===== src/hw/rtl/lpg_pkg.sv =====
// Shared constants, the quarter-wave sine table and the sine lookup for the
// Lissajous point generator. Depends on nothing; used by lissajous_point_generator.
package lpg_pkg;

    localparam int PHASE_BITS = 24;
    localparam int SINE_DEPTH = 256;
    localparam int COORD_BITS = 10;

    localparam int REG_W      = 24;
    localparam int CFG_IDX_W  = 3;
    localparam int COUNT_W    = 16;
    localparam int SCREEN_W   = 10;
    localparam int COORD_W    = 10;
    localparam int SINE_W     = 16;
    localparam int U_W        = SINE_W + 1;
    localparam int PROD_W     = SCREEN_W + U_W;

    localparam int FRAC_BITS  = PHASE_BITS - 2;
    localparam int TAB_BITS   = $clog2(SINE_DEPTH);
    localparam int UP_SHIFT   = (PHASE_BITS >= REG_W) ? PHASE_BITS - REG_W : 0;
    localparam int DN_SHIFT   = (PHASE_BITS < REG_W) ? REG_W - PHASE_BITS : 0;
    localparam int COORD_KEEP = (COORD_BITS < COORD_W) ? COORD_BITS : COORD_W;
    localparam logic [COORD_W-1:0] COORD_MASK = COORD_W'((64'd1 << COORD_KEEP) - 64'd1);

    localparam logic [U_W-1:0] U_MID = U_W'(32768);
    localparam longint unsigned PI_Q30 = 64'd3373259426;

    // Reciprocals of the Taylor divisors (2n)(2n+1), exact for dividends below 2^33.
    localparam int TAYLOR_SHIFT [7] = '{36, 38, 39, 40, 40, 41, 41};
    localparam longint unsigned TAYLOR_RECIP [7] = '{
        ((64'd1 << 36) + 64'd5)   / 64'd6,
        ((64'd1 << 38) + 64'd19)  / 64'd20,
        ((64'd1 << 39) + 64'd41)  / 64'd42,
        ((64'd1 << 40) + 64'd71)  / 64'd72,
        ((64'd1 << 40) + 64'd109) / 64'd110,
        ((64'd1 << 41) + 64'd155) / 64'd156,
        ((64'd1 << 41) + 64'd209) / 64'd210
    };

    typedef enum logic [CFG_IDX_W-1:0] {
        CFG_PHASE_STEP_X   = 3'd0,
        CFG_PHASE_STEP_Y   = 3'd1,
        CFG_PHASE_OFFSET_X = 3'd2,
        CFG_POINT_COUNT    = 3'd3,
        CFG_SCREEN_COLS    = 3'd4,
        CFG_SCREEN_ROWS    = 3'd5
    } cfg_index_t;

    typedef logic [SINE_W-1:0] sine_tab_t [SINE_DEPTH];

    // Each entry is a Q30 Taylor series of the sine at the bin center, rounded to Q15.
    function automatic sine_tab_t build_sine_tab();
        sine_tab_t tab;
        longint unsigned x;
        longint unsigned term;
        longint unsigned sum;
        logic [127:0]    prod;
        for (int k = 0; k < SINE_DEPTH; k++) begin
            x = (PI_Q30 * longint'(2 * k + 1)) >> (TAB_BITS + 2);
            term = x;
            sum = x;
            for (int n = 1; n <= 7; n++) begin
                term = (term * x) >> 30;
                term = (term * x) >> 30;
                prod = 128'(term) * 128'(TAYLOR_RECIP[n-1]);
                term = 64'(prod >> TAYLOR_SHIFT[n-1]);
                if ((n & 1) == 1) begin
                    sum = sum - term;
                end else begin
                    sum = sum + term;
                end
            end
            sum = (sum + 64'd16384) >> 15;
            if (sum > 64'd32768) begin
                sum = 64'd32768;
            end
            tab[k] = SINE_W'(sum);
        end
        return tab;
    endfunction

    localparam sine_tab_t SINE_TAB = build_sine_tab();

    // Returns the sine offset by one half scale, in the range 0 to 65536.
    function automatic logic [U_W-1:0] sine_u(input logic [PHASE_BITS-1:0] phase);
        logic [1:0]                    quad;
        logic [FRAC_BITS-1:0]          frac;
        logic [FRAC_BITS+TAB_BITS-1:0] scaled;
        logic [TAB_BITS-1:0]           idx;
        logic [SINE_W-1:0]             v;
        quad   = phase[PHASE_BITS-1 -: 2];
        frac   = phase[FRAC_BITS-1:0];
        scaled = (FRAC_BITS+TAB_BITS)'(frac) << TAB_BITS;
        idx    = TAB_BITS'(scaled >> FRAC_BITS);
        if (quad[0]) begin
            idx = ~idx;
        end
        v = SINE_TAB[idx];
        return quad[1] ? (U_MID - U_W'(v)) : (U_MID + U_W'(v));
    endfunction

    // Converts a 24-bit register value to a phase of PHASE_BITS bits.
    function automatic logic [PHASE_BITS-1:0] to_phase(input logic [REG_W-1:0] r);
        logic [PHASE_BITS+REG_W-1:0] wide;
        wide = ((PHASE_BITS+REG_W)'(r) << UP_SHIFT) >> DN_SHIFT;
        return wide[PHASE_BITS-1:0];
    endfunction

endpackage


===== src/hw/rtl/lissajous_point_generator.sv =====
// Lissajous point generator: phase accumulators, sine lookup and screen scaling.
// Depends on lpg_pkg for constants, the sine table and the lookup functions.
//
// Each accepted transaction on the s_ channel yields exactly one point on the m_ channel.
// A new transaction is taken every clock while the m_ channel is not stalled; the phase
// accumulators and the point counter update in the accept cycle, which is what sets this
// one-point-per-clock rate. A point reaches the m_ channel through a chain of registers:
// one holds the phases, one the table lookups, and one the scaled and clamped coordinates.
// Setting s_start_req restarts the curve at t = 0; m_last marks the final point of each
// period, after which the curve restarts by itself. Configuration writes through
// cfg_wr_en take effect from the next accepted transaction and should be made while no
// point is in flight.
module lissajous_point_generator
    import lpg_pkg::*;
(
    input  logic                 aclk,
    input  logic                 aresetn,

    input  logic                 cfg_wr_en,
    input  logic [CFG_IDX_W-1:0] cfg_addr,
    input  logic [REG_W-1:0]     cfg_wdata,

    input  logic                 s_valid,
    output logic                 s_ready,
    input  logic                 s_start_req,

    output logic                 m_valid,
    input  logic                 m_ready,
    output logic [COORD_W-1:0]   m_x_coord,
    output logic [COORD_W-1:0]   m_y_coord,
    output logic                 m_last
);

    logic [REG_W-1:0]      phase_step_x_reg;
    logic [REG_W-1:0]      phase_step_y_reg;
    logic [REG_W-1:0]      phase_offset_x_reg;
    logic [COUNT_W-1:0]    point_count_reg;
    logic [SCREEN_W-1:0]   screen_cols_reg;
    logic [SCREEN_W-1:0]   screen_rows_reg;

    logic [PHASE_BITS-1:0] phase_acc_x_reg, phase_acc_x_next;
    logic [PHASE_BITS-1:0] phase_acc_y_reg, phase_acc_y_next;
    logic [COUNT_W-1:0]    point_index_reg, point_index_next;

    logic                  s1_valid_reg;
    logic [PHASE_BITS-1:0] s1_phase_x_reg, s1_phase_x_next;
    logic [PHASE_BITS-1:0] s1_phase_y_reg, s1_phase_y_next;
    logic                  s1_last_reg, s1_last_next;

    logic                  s2_valid_reg;
    logic [U_W-1:0]        s2_ux_reg, s2_ux_next;
    logic [U_W-1:0]        s2_uy_reg, s2_uy_next;
    logic                  s2_last_reg;

    logic                  m_valid_reg;
    logic [COORD_W-1:0]    m_x_coord_reg, m_x_coord_next;
    logic [COORD_W-1:0]    m_y_coord_reg, m_y_coord_next;
    logic                  m_last_reg;

    logic                  out_ready;
    logic                  s2_ready;
    logic                  s_fire;

    logic [PHASE_BITS-1:0] acc_x_cur;
    logic [PHASE_BITS-1:0] acc_y_cur;
    logic [COUNT_W-1:0]    index_cur;

    logic [PROD_W-1:0]     x_prod;
    logic [PROD_W-1:0]     y_prod;
    logic [SCREEN_W:0]     x_raw;
    logic [SCREEN_W:0]     y_raw;
    logic [SCREEN_W-1:0]   cols_m1;
    logic [SCREEN_W-1:0]   rows_m1;
    logic [SCREEN_W-1:0]   x_val;
    logic [SCREEN_W-1:0]   y_val;

    assign out_ready = !m_valid_reg || m_ready;
    assign s2_ready  = !s2_valid_reg || out_ready;
    assign s_ready   = !s1_valid_reg || s2_ready;
    assign s_fire    = s_valid && s_ready;

    always_ff @(posedge aclk) begin
        if (!aresetn) begin
            phase_step_x_reg   <= '0;
            phase_step_y_reg   <= '0;
            phase_offset_x_reg <= '0;
            point_count_reg    <= COUNT_W'(1);
            screen_cols_reg    <= SCREEN_W'(80);
            screen_rows_reg    <= SCREEN_W'(24);
        end else if (cfg_wr_en) begin
            case (cfg_addr)
                CFG_PHASE_STEP_X:   phase_step_x_reg   <= cfg_wdata;
                CFG_PHASE_STEP_Y:   phase_step_y_reg   <= cfg_wdata;
                CFG_PHASE_OFFSET_X: phase_offset_x_reg <= cfg_wdata;
                CFG_POINT_COUNT:    point_count_reg    <= cfg_wdata[COUNT_W-1:0];
                CFG_SCREEN_COLS:    screen_cols_reg    <= cfg_wdata[SCREEN_W-1:0];
                CFG_SCREEN_ROWS:    screen_rows_reg    <= cfg_wdata[SCREEN_W-1:0];
                default: ;
            endcase
        end
    end

    // A start request zeroes the state before the point is formed.
    always_comb begin
        acc_x_cur = s_start_req ? '0 : phase_acc_x_reg;
        acc_y_cur = s_start_req ? '0 : phase_acc_y_reg;
        index_cur = s_start_req ? '0 : point_index_reg;

        s1_phase_x_next = acc_x_cur + to_phase(phase_offset_x_reg);
        s1_phase_y_next = acc_y_cur;
        s1_last_next    = (index_cur >= point_count_reg);

        if (s1_last_next) begin
            phase_acc_x_next = '0;
            phase_acc_y_next = '0;
            point_index_next = '0;
        end else begin
            phase_acc_x_next = acc_x_cur + to_phase(phase_step_x_reg);
            phase_acc_y_next = acc_y_cur + to_phase(phase_step_y_reg);
            point_index_next = index_cur + COUNT_W'(1);
        end
    end

    always_ff @(posedge aclk) begin
        if (!aresetn) begin
            phase_acc_x_reg <= '0;
            phase_acc_y_reg <= '0;
            point_index_reg <= '0;
            s1_valid_reg    <= 1'b0;
        end else begin
            if (s_fire) begin
                phase_acc_x_reg <= phase_acc_x_next;
                phase_acc_y_reg <= phase_acc_y_next;
                point_index_reg <= point_index_next;
            end
            if (s_ready) begin
                s1_valid_reg <= s_valid;
            end
        end
    end

    always_ff @(posedge aclk) begin
        if (s_fire) begin
            s1_phase_x_reg <= s1_phase_x_next;
            s1_phase_y_reg <= s1_phase_y_next;
            s1_last_reg    <= s1_last_next;
        end
    end

    assign s2_ux_next = sine_u(s1_phase_x_reg);
    assign s2_uy_next = sine_u(s1_phase_y_reg);

    always_ff @(posedge aclk) begin
        if (!aresetn) begin
            s2_valid_reg <= 1'b0;
        end else if (s2_ready) begin
            s2_valid_reg <= s1_valid_reg;
        end
    end

    always_ff @(posedge aclk) begin
        if (s2_ready && s1_valid_reg) begin
            s2_ux_reg   <= s2_ux_next;
            s2_uy_reg   <= s2_uy_next;
            s2_last_reg <= s1_last_reg;
        end
    end

    // Scale to the screen and clamp points that land one past the edge.
    always_comb begin
        cols_m1 = screen_cols_reg - SCREEN_W'(1);
        rows_m1 = screen_rows_reg - SCREEN_W'(1);
        x_prod  = PROD_W'(screen_cols_reg) * PROD_W'(s2_ux_reg);
        y_prod  = PROD_W'(rows_m1) * PROD_W'(s2_uy_reg);
        x_raw   = x_prod[PROD_W-1 -: SCREEN_W+1];
        y_raw   = y_prod[PROD_W-1 -: SCREEN_W+1] + (SCREEN_W+1)'(1);

        if (screen_cols_reg == '0) begin
            x_val = '0;
        end else if (x_raw > (SCREEN_W+1)'(cols_m1)) begin
            x_val = cols_m1;
        end else begin
            x_val = x_raw[SCREEN_W-1:0];
        end

        if (screen_rows_reg < SCREEN_W'(2)) begin
            y_val = SCREEN_W'(1);
        end else if (y_raw > (SCREEN_W+1)'(rows_m1)) begin
            y_val = rows_m1;
        end else begin
            y_val = y_raw[SCREEN_W-1:0];
        end

        m_x_coord_next = COORD_W'(x_val) & COORD_MASK;
        m_y_coord_next = COORD_W'(y_val) & COORD_MASK;
    end

    always_ff @(posedge aclk) begin
        if (!aresetn) begin
            m_valid_reg <= 1'b0;
        end else if (out_ready) begin
            m_valid_reg <= s2_valid_reg;
        end
    end

    always_ff @(posedge aclk) begin
        if (out_ready && s2_valid_reg) begin
            m_x_coord_reg <= m_x_coord_next;
            m_y_coord_reg <= m_y_coord_next;
            m_last_reg    <= s2_last_reg;
        end
    end

    assign m_valid   = m_valid_reg;
    assign m_x_coord = m_x_coord_reg;
    assign m_y_coord = m_y_coord_reg;
    assign m_last    = m_last_reg;

    // The curve restarts after the last point of a period.
    a_restart_after_last: assert property (@(posedge aclk) disable iff (!aresetn)
        s_fire && s1_last_next |=> point_index_reg == '0 && phase_acc_x_reg == '0 &&
                                   phase_acc_y_reg == '0)
        else $error("state not cleared after last point");

    // After a start request the counter has advanced by at most one point.
    a_start_index: assert property (@(posedge aclk) disable iff (!aresetn)
        s_fire && s_start_req |=> point_index_reg <= COUNT_W'(1))
        else $error("start request did not reset the point counter");

    // The input side stalls only when every stage holds a point.
    a_stall_full: assert property (@(posedge aclk) disable iff (!aresetn)
        !s_ready |-> s1_valid_reg && s2_valid_reg && m_valid_reg)
        else $error("input stalled with a pipeline bubble");

    // Row zero is reserved, so a delivered point never lands on it.
    a_row_nonzero: assert property (@(posedge aclk) disable iff (!aresetn)
        m_valid |-> m_y_coord != '0)
        else $error("point placed on reserved row zero");

endmodule

===== config.mk =====
export PLATFORM = sky130hd
export DESIGN_NAME = lissajous_point_generator
export DESIGN_NICKNAME = d
export VERILOG_FILES = /design/src/hw/rtl/lpg_pkg.sv /design/src/hw/rtl/lissajous_point_generator.sv
export SDC_FILE = /design/constraint.sdc
export NUM_CORES = 2
export LEC_CHECK = 0
export BUFFER_PORTS_ARGS = -buffer_cell sky130_fd_sc_hd__buf_2
export CORE_ASPECT_RATIO = 2
export CORE_MARGIN = 4
export CORE_UTILIZATION = 25
export DETAILED_ROUTE_END_ITERATION = 8
export PLACE_DENSITY_LB_ADDON = 0.15
export SLEW_MARGIN = 10
export SYNTH_ARGS = -nofsm -noshare
export SYNTH_HDL_FRONTEND = slang
export SYNTH_SLANG_ARGS = --single-unit

===== constraint.sdc =====
create_clock -name aclk -period 10.1 [get_ports aclk]
set_input_delay 0 -clock aclk [delete_from_list [all_inputs] [get_ports aclk]]
set_output_delay 0 -clock aclk [all_outputs]
set_load 0.1 [all_outputs]

# == Yosys cells after proc, flatten, opt, wreduce, memory -nomap -nowiden ==
# Memory sizes are Yosys's and may differ from the RTL's.
# Index checks and enable logic that the tools add are counted.
# W data, S select, Z words.
# totals
romBits,8192
inputBits,33
output_inout_bits,23
word_cells,84
n_memories,2
reg_bits,280
# op_classes
magnitude_cmp,6
n_mul,2
bitwise_logic,4
mux,16
eq_ne,5
reduce_logical,17
addsub,11
# mem_list
name,words,word_bits,rd,rd_clocked_by_memory_dff,wr,line,text
(name not given),256,16,1,0,0,lpg_pkg.sv:98,v = SINE_TAB[idx];
(name not given),256,16,1,0,0,lpg_pkg.sv:98,
# ops
op,n
$mux W16,6
$mux W24,4
$add A24 B24 Y24,3
$mul A10 B17 Y27,2
$add A16 B16 Y17 const A,2
$mux W17,2
$sub A16 B16 Y17 const A,2
$gt A11 B10 Y1,2
$mux W10,2
$sub A10 B1 Y10 const B,2
$ge A9 B9 Y1 const B,2
$not A8 Y9,2
$add A16 B1 Y16 const B,1
$ge A16 B16 Y1,1
$mux W8,2
$not A8 Y8,2
$reduce_and A2 Y1,6
$add A11 B1 Y11 const B,1
$logic_not A10 Y1,1
$lt A10 B2 Y1 const B,1
$eq A3 B2 Y1 const B,2
$eq A3 B3 Y1 const B,2
$eq A3 B1 Y1 const B,1
$logic_and A1 B1 Y1,3
3 further kinds,7

# == Depth between registers and ports, before layout ==
# depth
ltp_word,8
mapped_depth,38
mapped_depth_nobuf,36

# == Worst setup path after synthesis ==
# No wires, ideal clock.
# synth_timing
path_kind,register to register
from,reg screen_rows_reg[3]
to,reg m_y_coord_reg[0] (netlist: m_y_coord[0]) (data pin)
n_path_buf,1
slack_ns,1.810
period_less_slack_ns,8.290
path_stages_with_launch,32
setup_ns,0.262
required_ns,9.838
t_arrival_ns,8.028
path_cell_list,dfxtp_1 nor2_1 nand2_1 or3_1 nor4_1 xor2_1 clkbuf_1 nand2_1 fa_1 fa_1 inv_1 fa_1 fa_1 inv_1 fa_1 inv_1 ha_1 or2_2 a311o_1 a211oi_1 a31oi_1 a211oi_1 o21ai_0 xor2_1 nor4bb_1 xnor2_1 ha_1 nand3_1 o31ai_1 nand2_1 mux2i_1 or2_2
# synth_between
elab_chain_len,5
word_cells_on_any_way,6
cone_classes,add/sub (2); mul (1); order compare (2); mux (1)
# synth_lines
element,line,text
start: declaration,lissajous_point_generator.sv:39,logic [SCREEN_W-1:0] screen_rows_reg;
start signal: assignment,lissajous_point_generator.sv:97,CFG_SCREEN_ROWS: screen_rows_reg <= cfg_wdata[SCREEN_W-1:0];
$sub A10 B1 Y10,lissajous_point_generator.sv:172,rows_m1 = screen_rows_reg - SCREEN_W'(1);
$mul A10 B17 Y27,lissajous_point_generator.sv:174,y_prod = PROD_W'(rows_m1) * PROD_W'(s2_uy_reg);
$add A11 B1 Y11,lissajous_point_generator.sv:176,y_raw = y_prod[PROD_W-1 -: SCREEN_W+1] + (SCREEN_W+1)'(1);
$gt A11 B10 Y1,lissajous_point_generator.sv:188,end else if (y_raw > (SCREEN_W+1)'(rows_m1)) begin
$mux W10,lissajous_point_generator.sv:188,
end signal: assignment,lissajous_point_generator.sv:209,m_y_coord_reg <= m_y_coord_next;
end: declaration,lissajous_point_generator.sv:57,"logic [COORD_W-1:0] m_y_coord_reg, m_y_coord_next;"
# Parallel ways exist; a longest one is shown, timed or not.
# A chain may end at the register's enable or synchronous reset.

# == Worst setup path in the final report ==
# layout_timing
from,reg screen_rows_reg[1]
to,reg m_y_coord_reg[0] (netlist: m_y_coord[0]) (data pin)
# Same word-level chain as after synthesis.

==> run_results.csv <==
group,metric,value,unit
run_status,status,"complete, no violations",
clock_network,htree_levels,2,
logic_synthesis,synth-compound-area-share,0.250,
timing,fmax,107,MHz
clock_network,cts_inserted_buffers,34,
logic_synthesis,synth_area,36900,um2
floorplan,die_area,154000,um2
logic_synthesis,yosysWarningCount,0,
final_layout,stdcell_area,40700,um2
worst_setup_path,slowest_delay,920,ps
timing,maxSlewViolCount,0,
detailed_routing,drtIter0Drc,3546,
floorplan,die_h,551,um
timing,timing.slew.headroom,0.0624,
placed_design,portBuffers,55,
final_layout,nNetsFinal,5338,
flow_run,max_cap_violations,0,
worst_setup_path,critPathKind,"reg2reg",
detailed_routing,vias_per_cell,5.66,
clock_network,cts_sinks,252,
final_layout,nFillCells,16200,
detailed_routing,postRouteAntennaNets,0,
logic_synthesis,synth_top_family_by_area,"compound AO/OA/AOI/OAI gates",
logic_synthesis,syn_inst,4887,
detailed_routing,firstDrtPassIters,6,
timing,finalHoldViolations,0,
timing,setup_tns,0,ps
logic_synthesis,synth_edf_count,77,
worst_setup_path,worstSetupStartpointType,"flop",
worst_setup_path,crit_slowest_cell,"xnor2_2",
worst_setup_path,r2r_cells,31,
logic_synthesis,yosysSeqAreaShare,0.158,
placed_design,dpl.hpwl,143,mm
logic_synthesis,ys_ff_latch,252,
final_layout,ff_latch_area,5820,um2
timing,fin_worst_skew,20.5,ps
detailed_routing,drcViolationCount,0,
clock_network,clk_pin_slew,60,ps
logic_synthesis,async_reset_ff_frac,0,
floorplan,start_util,0.251,
floorplan,coreArea,147000,um2
grt,gr-usage-all-layers,0.245,
timing,rsz0062_at_grt,"false",
final_layout,layout-drive-gt1-share,0.0696,
detailed_routing,drt_wl_total,194,mm
floorplan,die_w,280,um
final_layout,multiInputGateArea,28400,um2
logic_synthesis,synth_nets,5452,
clock_network,cts_tree,"yes",
floorplan,rows,199,
worst_setup_path,required,10430,ps
grt,grt_max_degree,151,
timing,setup_viol,0,
min_path,min_path_cells,2,
placed_design,post_dp_cell_area,39200,um2
clock_network,clockBufferDepth,3,
logic_synthesis,synth_flop_cell,"dfxtp_1",
power_and_ir_drop,p_leak,0.0163,uW
clock_network,ctsResizeCount,0,
grt,grt_pass1_vias,39000,
worst_setup_path,end_kind,"flop",
logic_synthesis,synth-simple-area-share,0.232,
timing,worst_pin_slew,1410,ps
worst_setup_path,critPathArrivalTime,9660,ps
timing,fin_crit_sh,0.924,
placed_design,place.gp.congestion,1.03,
clock_network,root_buffer,"clkbuf_16",
logic_synthesis,syn_avg_cell_area,7.56,um2
grt,antenna_found_initial,2,
detailed_routing,num_vias,38000,
detailed_routing,post_drt_wl_per_cell,28.9,um
grt,grt_overflow,0,
clock_network,clk_latency,580,ps
min_path,hold_path_class,"in2reg",
final_layout,area_growth_syn_to_layout,10.1,%
grt,grt_pass1_wl,279,mm
logic_synthesis,muxShareOfSynthArea,0.0169,
clock_network,cts_setup_buffers,0,
floorplan,num_io_pins,56,
logic_synthesis,synth_cell_types,98,
timing,final.min_clock_period,9340,ps
logic_synthesis,synthAdderAreaFrac,0.228,
worst_setup_path,crit_fanout,19,
power_and_ir_drop,p_per_area,150,nW/um2
power_and_ir_drop,ir_drop,0.152,mV
logic_synthesis,synth_xor_xnor_area_share,0.0369,
cell type report:
type | instances | area share
Clock buffer | 47 | 0.0236
Antenna cell | 1 | 0.0000615
Clock inverter | 15 | 0.00382
Tap cell | 1909 | 0.0587
Multi-Input combinational cell | 3917 | 0.697
Timing Repair Buffer | 228 | 0.0420
Sequential cell | 252 | 0.143
Inverter | 340 | 0.0314
cells by family (layout without fill, tap and decap cells):
kind of cell / after synthesis / in the layout
adder cells (fa/ha/maj): 532 / 532
AO/OA/AOI/OAI: 1396 / 1396
multiplexers: 50 / 50
AND/OR/NAND/NOR: 1786 / 1786
XOR/XNOR: 153 / 153
flip-flops: 252 / 252
other: 0 / 1
buffers and inverters: 718 / 630
final timing paths:
kind / startpoint / end / slack (ps)
worst max-delay path: screen_rows_reg[1] / m_y_coord[0] / 760
worst max register to register: screen_rows_reg[1] / m_y_coord[0] / 760
worst min-delay path: s_start_req / s1_phase_y_reg[21] / 90
worst min register to register: phase_acc_x_reg[22] / phase_acc_x_reg[22] / 440
power breakdown:
group	switching (uW)	internal, uW
combinational	2340	1270
sequential	71.7	1170
clock	519	724
total	2930	3170
metal layers:
metal | GRT usage | routed length (um) | up-vias
met5 | 0 | 11 | -
met3 | 0.0377 | 10900 | 704
met4 | 0.178 | 17700 | 2
met1 | 0.246 | 65500 | 18600
met2 | 0.457 | 99600 | 1708
li1 | - | - | 16900
cell usage after synthesis, drive strengths merged, types with 77 or more instances:
cell type / n / area, um2
nand2: 665 / 2500
inv: 336 / 1260
o21ai: 317 / 1590
a21oi: 307 / 1540
nor2: 299 / 1120
ha: 296 / 3700
clkbuf: 243 / 915
fa: 236 / 4720
nor2b: 221 / 1380
dfxtp: 175 / 3500
nor3: 136 / 681
buf: 135 / 702
and2: 133 / 832
a21boi: 119 / 893
nand3: 94 / 470
xnor2: 87 / 769
edfxtp: 77 / 2310
nand2b: 77 / 482
critical path, delay by kind of cell (launching register included):
kind / cells / cell delay, ps
AO/OA/AOI/OAI: 6 / 1800
adder cells (fa/ha/maj): 8 / 3260
AND/OR/NAND/NOR: 8 / 1800
multiplexers: 1 / 210
flip-flops: 1 / 390
XOR/XNOR: 3 / 1340
buffers and inverters: 5 / 260
through the flow:
stage | hold WS, ps | setup WS [ps] | total power (uW) | instances | util
after detailed placement | 287 | 696 | 4880 | 6611 | 0.267
final | 87.5 | 765 | 6100 | 6709 | 0.277
after CTS | 65.1 | 686 | 6170 | 6706 | 0.277
after global routing | 134 | 9.31 | 6570 | 6708 | 0.277
after global placement | 293 | 735 | 4880 | 6611 | 0.267
after floorplan | 124 | 1810 | 3720 | 4887 | -
cell usage in the layout (no fill, tap or decap), types with 31 or more instances in the layout:
cell type and instances:
dfxtp_1 175, a22oi_1 43, nor2_1 296, a21oi_1 304, nand2b_1 77, nand3_1 94, a211oi_1 58, a21o_1 42
inv_1 328, fa_1 236, buf_2 54, nor2b_1 219, edfxtp_1 77, xor2_1 59, o211ai_1 64, xnor2_1 82
o221ai_1 41, clkbuf_16 35, o22ai_1 64, nand2_1 663, a31oi_1 46, o21ai_0 295, ha_1 295, mux2i_1 33
a21boi_0 118, a221oi_1 31, and2_1 131, dlygate4sd3_1 33, buf_4 136, nor3_1 135
what timing repair did:
item / in CTS / in global routing
setup endpoints to repair: 0 / 0
hold endpoints to repair: 112 / 0
hold buffers: 33 / 0
No activity file was read; power rests on OpenSTA's default activity.
